[src/sv/hash_table_insert_lookup_macros.svh]
// Assertion macros used by the hash table controller.
`ifndef HASH_TABLE_INSERT_LOOKUP_MACROS_SVH
`define HASH_TABLE_INSERT_LOOKUP_MACROS_SVH

// Same-cycle implication, sampled on clk, disabled while rst_n is low.
`define HT_ASSERT_SAME(label, ante, cons) \
  label: assert property (@(posedge clk) disable iff (!rst_n) (ante) |-> (cons)) \
    else $error("hash table check failed");

// Next-cycle implication, sampled on clk, disabled while rst_n is low.
`define HT_ASSERT_NEXT(label, ante, cons) \
  label: assert property (@(posedge clk) disable iff (!rst_n) (ante) |=> (cons)) \
    else $error("hash table check failed");

`endif

[src/sv/ht_pkg.sv]
// Shared types, constants and codes of the hash table.
package ht_pkg;

  localparam int MAX_BUCKET_BITS_DEF = 10;
  localparam int WAYS_DEF            = 4;
  localparam int VALUE_BITS_DEF      = 32;
  localparam int MIN_BUCKET_BITS     = 4;
  localparam int CFG_BITS            = 4;
  localparam int KEY_BITS            = 64;
  localparam int IN_VALUE_BITS       = 32;
  localparam int OUT_VALUE_BITS      = 32;

  typedef enum logic [2:0] {
    ST_INSERTED  = 3'd0,
    ST_PRESENT   = 3'd1,
    ST_FOUND     = 3'd2,
    ST_NOT_FOUND = 3'd3,
    ST_FULL      = 3'd4
  } status_t;

  localparam logic CMD_PUT = 1'b0;
  localparam logic CMD_GET = 1'b1;

  typedef struct packed {
    logic                     cmd;
    logic [KEY_BITS-1:0]      key;
    logic [IN_VALUE_BITS-1:0] value;
  } in_word_t;

  typedef struct packed {
    status_t                   status;
    logic [OUT_VALUE_BITS-1:0] value_out;
  } out_word_t;

  // Commands from the controller to the datapath.
  typedef struct packed {
    logic capture;
    logic clr_run;
    logic commit;
  } ht_cmd_t;

  // Status from the datapath to the controller.
  typedef struct packed {
    logic clr_last;
  } ht_stat_t;

endpackage

[src/sv/ht_ctrl.sv]
// Controller of the hash table: clearing sweep, lookup sequencing, output valid.
`include "hash_table_insert_lookup_macros.svh"

module ht_ctrl
  import ht_pkg::*;
(
  input  logic     clk,
  input  logic     rst_n,
  input  logic     cfg_we,
  input  logic     in_valid,
  input  logic     out_stall,
  input  ht_stat_t stat,
  output logic     in_stall,
  output logic     out_valid,
  output ht_cmd_t  cmd
);

  typedef enum logic [1:0] {
    S_CLEAR,
    S_IDLE,
    S_LOOK
  } state_t;

  state_t state_r;
  logic   out_valid_r;
  logic   out_free;

  assign out_free    = !out_valid_r || !out_stall;
  assign in_stall    = (state_r != S_IDLE);
  assign out_valid   = out_valid_r;

  assign cmd.capture = (state_r == S_IDLE) && in_valid;
  assign cmd.clr_run = (state_r == S_CLEAR) && !cfg_we;
  assign cmd.commit  = (state_r == S_LOOK) && out_free;

  always_ff @(posedge clk) begin
    if (!rst_n) begin
      state_r     <= S_CLEAR;
      out_valid_r <= 1'b0;
    end else begin
      if (cmd.commit) begin
        out_valid_r <= 1'b1;
      end else if (out_valid_r && !out_stall) begin
        out_valid_r <= 1'b0;
      end

      if (cfg_we) begin
        state_r <= S_CLEAR;
      end else begin
        case (state_r)
          S_CLEAR: begin
            if (stat.clr_last) begin
              state_r <= S_IDLE;
            end
          end
          S_IDLE: begin
            if (in_valid) begin
              state_r <= S_LOOK;
            end
          end
          S_LOOK: begin
            if (out_free) begin
              state_r <= S_IDLE;
            end
          end
          default: begin
            state_r <= S_CLEAR;
          end
        endcase
      end
    end
  end

  `HT_ASSERT_NEXT(a_capture_looks, cmd.capture && !cfg_we, state_r == S_LOOK)
  `HT_ASSERT_NEXT(a_look_holds, (state_r == S_LOOK) && !out_free && !cfg_we, state_r == S_LOOK)
  `HT_ASSERT_SAME(a_clear_stalls, state_r == S_CLEAR, in_stall && !cmd.capture)
  `HT_ASSERT_NEXT(a_commit_shows, cmd.commit, out_valid_r)

endmodule

[config.mk]
export PLATFORM = sky130hd
export DESIGN_NAME = ht_ctrl
export DESIGN_NICKNAME = d
export VERILOG_FILES = /design/src/sv/ht_pkg.sv /design/src/sv/ht_ctrl.sv
export VERILOG_INCLUDE_DIRS = /design/src /design/src/sv
export SDC_FILE = /design/constraint.sdc
export NUM_CORES = 1
export LEC_CHECK = 0
export BUFFER_PORTS_ARGS = -buffer_cell sky130_fd_sc_hd__buf_2
export CELL_PAD_IN_SITES_DETAIL_PLACEMENT = 0
export CELL_PAD_IN_SITES_GLOBAL_PLACEMENT = 1
export CORE_AREA = 2 2 39 41
export CTS_CLUSTER_DIAMETER = 100
export DETAILED_ROUTE_END_ITERATION = 10
export DIE_AREA = 0 0 41 43
export GPL_TIMING_DRIVEN = 0
export PLACE_DENSITY = 0.47
export SLEW_MARGIN = 20
export SYNTH_ARGS = -nofsm -noshare
export SYNTH_HDL_FRONTEND = slang
export SYNTH_SLANG_ARGS = --single-unit
[constraint.sdc]
create_clock -name clk -period 2.71 [get_ports clk]
set_input_delay 0 -clock clk [delete_from_list [all_inputs] [get_ports clk]]
set_output_delay 0 -clock clk [all_outputs]
set_load 0.02 [all_outputs]
* Word-level counts from Yosys, hierarchy flattened
Cells that the tools add are included.
Cells by class: eq/ne operators 6, bitwise logic cells 1, reductions and logical operators 12, multiplexer cells 6
Operators by type and width (count):
- 2-bit 2-to-1 mux | 3
- 2-bit inequality test, second input constant | 3
- 2-bit one-hot mux with 3 select lines | 1
- 1-bit logical AND | 4
- 1-bit zero test | 3
- 3-bit AND reduction | 1
- 2-bit by 1-bit == test with 1-bit output, second input constant | 1
- 2-bit == test, second input constant | 1
- 2-bit zero test | 1
- 1-bit 2-to-1 mux | 2
- 2-bit by 1-bit inequality test with 1-bit output, second input constant | 1
- 2-bit nonzero test | 1
- 2-bit OR reduction | 1
- 1-bit logical OR | 1
- 1-bit NOT | 1
Word-level totals: register bits after elaboration 3

* Depth between registers and ports, before layout
Gate-level depths: netlist of the first run.
depth after elaboration 4, gate-level depth with buffers 3

* Least setup slack after synthesis of the first run
Ideal clock, no wire load.
path type reg-to-reg, start point register state_r[1], end point register state_r[1], data required time 2.651 ns, cell stages (with the launch flop) 4, setup slack 1.531 ns, period minus slack after synthesis 1.179 ns, arrival time 1.120 ns, path through dfxtp_1 nand2b_1 nor2_1 o21ba_1
Between the ends: longest elaborated chain between the ends 3, elaborated cells between the ends (all ways) 8, classes of those cells 5 x eq/ne; 1 x mux; 2 x reduce/logical
RTL lines:
- start, declared | line ht_ctrl.sv:24 | state_t state_r;
- start signal, assigned | line ht_ctrl.sv:38 | state_r <= S_CLEAR;
- start signal, assigned | line ht_ctrl.sv:48 | state_r <= S_CLEAR;
- start signal, assigned | line ht_ctrl.sv:53 | state_r <= S_IDLE;
- 2-bit == test, or another cell as far along | line ht_ctrl.sv:50 | case (state_r)
- 2-bit inequality test (no line)
- 3-bit AND reduction (no line)
Parallel ways exist; a longest one is shown, timed or not. A chain may end at the register's enable or synchronous reset.

==> impl_metrics.env, run 1 <==
export IMPL_syn_cell_area_sq_um=147.6
export IMPL_slew_headroom=0.8903
export IMPL_seq_power_share=0.330
export IMPL_rows=14
export IMPL_cts_buffers=3
export IMPL_fp_dieH_um=43
export IMPL_worst_setup_path_start_kind="flip-flop"
export IMPL_die_area_sq_um=1763
export IMPL_seq_area_frac_synth=0.4068
export IMPL_post_route_util=0.1763
export IMPL_use_met3=0.04712
export IMPL_drt_total_wl_um=412
export IMPL_clock_sinks=3
export IMPL_combPwrFrac=0.111
export IMPL_drt_iter0_markers=5
export IMPL_insertedDiodeCount=0
export IMPL_critPathRequiredTime_ns=2.71
export IMPL_synth_fp_nets=24
export IMPL_post_cts_repair_setup_buffers=0
export IMPL_grt_setup_unrepaired="false"
export IMPL_chipWidth_um=41
export IMPL_grt_busiest_layer="met2"
export IMPL_ys_types=12
export IMPL_routedWlPerCell_um=8.583
export IMPL_first_pass_iters=3
export IMPL_p_per_area_nw_per_um2=579.0
export IMPL_cts_resized=0
export IMPL_maxCapViolations=0
export IMPL_grt_pass1_vias=202
export IMPL_start_util=0.1067
export IMPL_dp_cells=44
export IMPL_arrival_ns=1.08
export IMPL_insertion_delay_ns=0.23
export IMPL_fin_skew_ns=0.002636
export IMPL_area_growth_syn_to_layout_pct=65.25
export IMPL_worstSetupPathType="reg -> out"
export IMPL_drive_gt1_frac=0.4063
export IMPL_fin_crit_sh=0.3981
export IMPL_p_sw_frac=0.2349
export IMPL_clkSlewWorstSetupHoldPaths_ns=0.04
export IMPL_drc=0
export IMPL_setup_violations_final=0
export IMPL_p_clk_frac=0.559
export IMPL_syn_avg_cell_area_sq_um=8.202
export IMPL_outcome="complete, no violations"
export IMPL_setup_tns_ns=0
export IMPL_ys_warn_count=0
export IMPL_finalNetCount=39
export IMPL_hold_buffers=0
export IMPL_end_kind="primary output"
export IMPL_holdWs_ns=0.01932
export IMPL_ys_ff_latch=3
export IMPL_cts_htree_levels=1
export IMPL_gp_congestion=0.6850
export IMPL_worstHoldPathType="in -> reg"
export IMPL_viasPerCell=3.646
export IMPL_path_max_fanout=5
export IMPL_grtUsageMet2=0.09063
export IMPL_drtAntennaViolNets=0
export IMPL_grtUsageMet1=0.07717
export IMPL_p_sw_mw=0.03318
export IMPL_finalCriticalPeriod_ns=1.079
export IMPL_cts_root_buf="clkbuf_4"
export IMPL_grt_pass1_wl_um=772
export IMPL_antenna_found_initial=0
export IMPL_grt_ovfl_total=0
export IMPL_clockBufferDepth=2
export IMPL_netlist_instances=18
export IMPL_port_buffers=10
export IMPL_fmax_ghz=0.9269
export IMPL_max_slew_worst_pin_slew_ns=0.1633
export IMPL_tritoncts="built"
export IMPL_core_area_sq_um=1384
export IMPL_io_pins=11
export IMPL_hold_violations=0
export IMPL_stdcell_count=48
export IMPL_grt_use_total=0.06827
export IMPL_grt_max_degree=6
export IMPL_final_max_slew_violation_count=0
export IMPL_internal_power_mw=0.1081
export IMPL_vdd_drop_max_mv=0.1510
export IMPL_p_leak_nw=0.1331
export IMPL_vias=175
placed cells by master (no fill, tap or decap):
cell / n
o21ba_1: 1
inv_1: 1
a21oi_1: 1
dfxtp_1: 3
and3_1: 1
nand2_1: 1
clkbuf_1: 1
a21boi_1: 1
buf_2: 10
nand2b_1: 3
nor2b_1: 1
o32a_1: 1
nor3_1: 1
clkbuf_4: 3
nor2_1: 3
area by class of cell:
class,count,area (sq um)
flip-flops and latches,3,60.06
multi-input cells,14,83.83
well taps,16,20.02
inverters,1,3.754
repair buffers,10,50.05
fillers,164,1140
clock buffers,4,26.28
synth_stat cells:
cell type  n  area share
dfxtp_1    3        0.41
nor2_1     3       0.076
and3_1     1       0.042
a21oi_1    1       0.034
o21ba_1    1       0.068
nand2_1    1       0.025
nand2b_1   3        0.13
nor3_1     1       0.034
o32a_1     1       0.068
nor2b_1    1       0.042
inv_1      1       0.025
a21boi_1   1       0.051
critical path, cell delays in order, from the launching register on:
cell and delay (ns):
dfxtp_1 0.33, nand2b_1 0.18, nor2_1 0.14, buf_2 0.19
registers in the layout, summed over array words and instances, names as in the netlist:
name and flops:
out_valid 1, state_r 2
path summary, 6_finish.rpt:
check	startpoint	endpoint	slack, ns	depth (start not counted)
worst max-delay path	state_r[1]	cmd[2]	1.63	3
worst max register to register	state_r[1]	state_r[0]	1.71	3
worst min-delay path	rst_n	out_valid	0.02	2
worst min register to register	out_valid	out_valid	0.47	2
routing by layer:
metal	up-vias	wire (um)
li1	89	-
met1	73	196
met2	13	157
met3	0	59
met4	0	0
met5	-	0
per-stage QoR:
stage	total power, mW	area, sq um	worst slack (ns)
after floorplan	0.05544	147.6	1.531
after global placement	0.06253	217.7	1.744
after detailed placement	0.06302	217.7	1.724
after CTS	0.1453	244.0	1.622
after global routing	0.1532	244.0	1.517
final	0.1413	244.0	1.631
power groups by stage:
stage               combinational (mW)  sequential [mW]  clock (mW)
finish                          0.0157           0.0466      0.0790
global route                    0.0181           0.0467      0.0884
CTS                             0.0159           0.0466      0.0828
detailed placement              0.0157           0.0473           0
global placement                0.0154           0.0472           0
floorplan                      0.00835           0.0471           0
logic make-up (layout without fill, tap and decap cells):
group	Yosys count	count (layout)	share of synthesized area
AO/OA/AOI/OAI	4	4	0.2203
flip-flops	3	3	0.4068
AND/OR/NAND/NOR	10	10	0.3475
buffers and inverters	1	15	0.02540
Note: power is estimated with default switching activity, not from simulation.
==> inputs of run 2 (changes only) <==
--- a/config.mk
+++ b/config.mk
@@ -6,6 +6,7 @@
 export SDC_FILE = /design/constraint.sdc
 export NUM_CORES = 1
 export LEC_CHECK = 0
+export ABC_AREA = 1
 export BUFFER_PORTS_ARGS = -buffer_cell sky130_fd_sc_hd__buf_2
 export CELL_PAD_IN_SITES_DETAIL_PLACEMENT = 0
 export CELL_PAD_IN_SITES_GLOBAL_PLACEMENT = 1
@@ -14,7 +15,7 @@
 export DETAILED_ROUTE_END_ITERATION = 10
 export DIE_AREA = 0 0 41 43
 export GPL_TIMING_DRIVEN = 0
-export PLACE_DENSITY = 0.47
+export PLACE_DENSITY = 0.51
 export SLEW_MARGIN = 20
 export SYNTH_ARGS = -nofsm -noshare
 export SYNTH_HDL_FRONTEND = slang
==> constraint.sdc (replaced) <==
create_clock -name clk -period 0.9 [get_ports clk]
set_input_delay 0 -clock clk [delete_from_list [all_inputs] [get_ports clk]]
set_output_delay 0 -clock clk [all_outputs]
set_load 0.02 [all_outputs]
==> run 2 against run 1 <==
Compared with the run above: the flow now finishes with violations (setup timing); clock skew hardly changed; critical path depth increased by 2; cell count is 21% higher; synthesized cell count grew 44%; combinational power grew to 3.6 times the previous value; register-to-register slack lost 1.6 ns; sequential share of layout area shrank 2.6 points; critical path type unchanged.
==> impl_metrics.env, run 2 <==
export IMPL_crit_path_cell_trace="inv_2, nor2_2, inv_1, nor2_1, buf_4"
export IMPL_layout_common_cells="buf_2 (7), nand2_1 (6), inv_1 (5), nor2_1 (4)"
export IMPL_ys_flop_type="dfxtp_1"
export IMPL_outcome="complete, but fails checks"
export IMPL_viasPerCell=3.345
export IMPL_port_buffers=10
export IMPL_clkSlewWorstSetupHoldPaths_ns=0.04
export IMPL_wl_met3_um=45
export IMPL_cts_buffers=3
export IMPL_clock_sinks=3
export IMPL_wl_met1_um=140
export IMPL_grt_setup_unrepaired="true"
export IMPL_clockBufferDepth=2
export IMPL_arrival_ns=1.00
export IMPL_multi_input_area_sq_um=77.57
export IMPL_synth_fp_nets=32
export IMPL_fmax_ghz=1.001
export IMPL_final_setup_worst_slack_ns=-0.09892
export IMPL_setup_tns_ns=-0.2528
export IMPL_async_flop_share=0
export IMPL_hold_violations=0
export IMPL_dp_cells=52
export IMPL_seq_area_frac_synth=0.3780
export IMPL_n_fill_cell=173
export IMPL_rows=14
export IMPL_grt_pass1_vias=171
export IMPL_drt_iter0_markers=1
export IMPL_gp_congestion=0.5442
export IMPL_ys_warn_count=0
export IMPL_slew_headroom=0.9088
export IMPL_insertion_delay_ns=0.23
export IMPL_p_leak_nw=0.1578
export IMPL_worst_setup_path_start_kind="flip-flop"
export IMPL_tritoncts="built"
export IMPL_max_slew_worst_pin_slew_ns=0.1354
export IMPL_routed_top_layer="met3"
export IMPL_violations="setup timing"
export IMPL_antenna_found_initial=0
export IMPL_final_common_cell="buf_2"
export IMPL_critPathRequiredTime_ns=0.90
export IMPL_hold_buffers=0
export IMPL_yosysTopAreaCell="dfxtp_1"
export IMPL_drive_gt1_frac=0.5238
export IMPL_finalCriticalPeriod_ns=0.9989
export IMPL_setup_violations_final=4
export IMPL_grt_pass1_wl_um=579
export IMPL_worstHoldPathType="in -> reg"
export IMPL_final_max_slew_violation_count=0
export IMPL_synth_edff_count=0
export IMPL_vias=194
export IMPL_cpLargestDelayFamily="flip-flops"
export IMPL_grt_max_degree=7
export IMPL_slowest_stage="dfxtp_2"
export IMPL_ys_types=11
export IMPL_die_area_sq_um=1763
export IMPL_netlist_instances=26
export IMPL_maxCapViolations=0
export IMPL_end_kind="primary output"
export IMPL_syn_avg_cell_area_sq_um=6.112
export IMPL_met2_length_um=202
export IMPL_p_per_area_nw_per_um2=1450
export IMPL_synth_area_leaders="dfxtp_1 (38%), inv_1 (14%), nand2_1 (14%)"
export IMPL_cts_root_buf="clkbuf_4"
export IMPL_drt_total_wl_um=388
export IMPL_finalNetCount=49
export IMPL_slowest_delay_ns=0.34
export IMPL_regArea_sq_um=65.06
export IMPL_largest_reg_flops=2
export IMPL_core_area_sq_um=1384
export IMPL_vdd_drop_max_mv=0.3601
export IMPL_fin_crit_sh=1.110
export IMPL_post_route_util=0.2134
export IMPL_netlist_area_leader_share=0.3780
export IMPL_cts_htree_levels=1
export IMPL_largest_register="state_r"
export IMPL_routedWlPerCell_um=6.690
export IMPL_grt_use_total=0.05723
export IMPL_ys_ff_latch=3
export IMPL_chipWidth_um=41
export IMPL_syn_cell_area_sq_um=158.9
export IMPL_drtAntennaViolNets=0
export IMPL_insertedDiodeCount=0
export IMPL_first_pass_iters=2
export IMPL_worstSetupPathType="reg -> out"
export IMPL_grt_ovfl_total=0
export IMPL_area_growth_syn_to_layout_pct=85.83
export IMPL_place_hpwl_um=320.3
export IMPL_start_util=0.1148
export IMPL_ys_top_cells_by_count="inv_1 (6), nand2_1 (6), nor2_1 (4)"
export IMPL_drc=0
export IMPL_path_max_fanout=4
export IMPL_fp_dieH_um=43
export IMPL_timing_critical_path_buf_inv=3
export IMPL_fin_skew_ns=0.002952
export IMPL_io_pins=11
export IMPL_stdcell_count=58
[run 2: cell count changes after synthesis, sizes merged, moves of 2 or more]
cell,change
nand2b,-3
nand2,+5
inv,+6
nor2,+2
[run 2: path summary, 6_finish.rpt]
| path | from | end | slack (ns) | cells after the start |
|---|---|---|---|---|
| hold / removal | rst_n | out_valid | 0.02 | 3 |
| setup reg to reg | state_r[1] | state_r[1] | 0.11 | 4 |
| hold reg to reg | out_valid | out_valid | 0.48 | 2 |
| setup / recovery | state_r[1] | cmd[0] | -0.1 | 5 |
[run 2: kinds of logic after synthesis]
kind of cell,synth area share
buffers and inverters,0.1653
flip-flops,0.3780
AND/OR/NAND/NOR,0.3385
AO/OA/AOI/OAI,0.1181
[run 2: through the flow]
| stage | cell area [sq um] | hold WS (ns) | worst slack (ns) | total power, mW |
|---|---|---|---|---|
| 6_report | 295.3 | 0.02171 | -0.09892 | 0.4282 |
| 5_1_grt | 295.3 | 0.04216 | -0.1916 | 0.4554 |
| 3_3_place_gp | 229.0 | 0.2640 | 0.03453 | 0.1925 |
| 4_1_cts | 281.5 | 0.01875 | -0.1256 | 0.4398 |
| 2_1_floorplan | 158.9 | 0.07955 | 0.04975 | 0.1703 |
| 3_5_place_dp | 229.0 | 0.2655 | 0.06746 | 0.1925 |
[run 2: per-layer routing]
layer  vias up  track usage
met2         5      0.07188
met4         0      0.06000
met3         0      0.04712
met1        82      0.05145
li1        107            -
met5         -            0
[run 2: report_power, final]
group          switching [mW]  internal (mW)
combinational          0.0295         0.0270
clock                  0.0656          0.166
sequential            0.00443          0.136
[run 2: repair_timing]
item / 4_1_cts / 5_1_grt
setup buffers: 1 / 1
setup endpoints to repair: 3 / 3
resized for setup: 8 / 2
[run 2: area by class of cell]
class / count / share of cell area
inverters: 7 / 0.08898
multi-input cells: 16 / 0.2627
repair buffers: 12 / 0.2712
clock buffers: 4 / 0.08898
well taps: 16 / 0.06780
flip-flops and latches: 3 / 0.2203
[run 2: worst register-to-register path, cell delays in order (launching register included)]
cell     delay, ns
dfxtp_2       0.33
inv_2         0.07
buf_4         0.10
nand3_2       0.08
a21oi_2       0.14
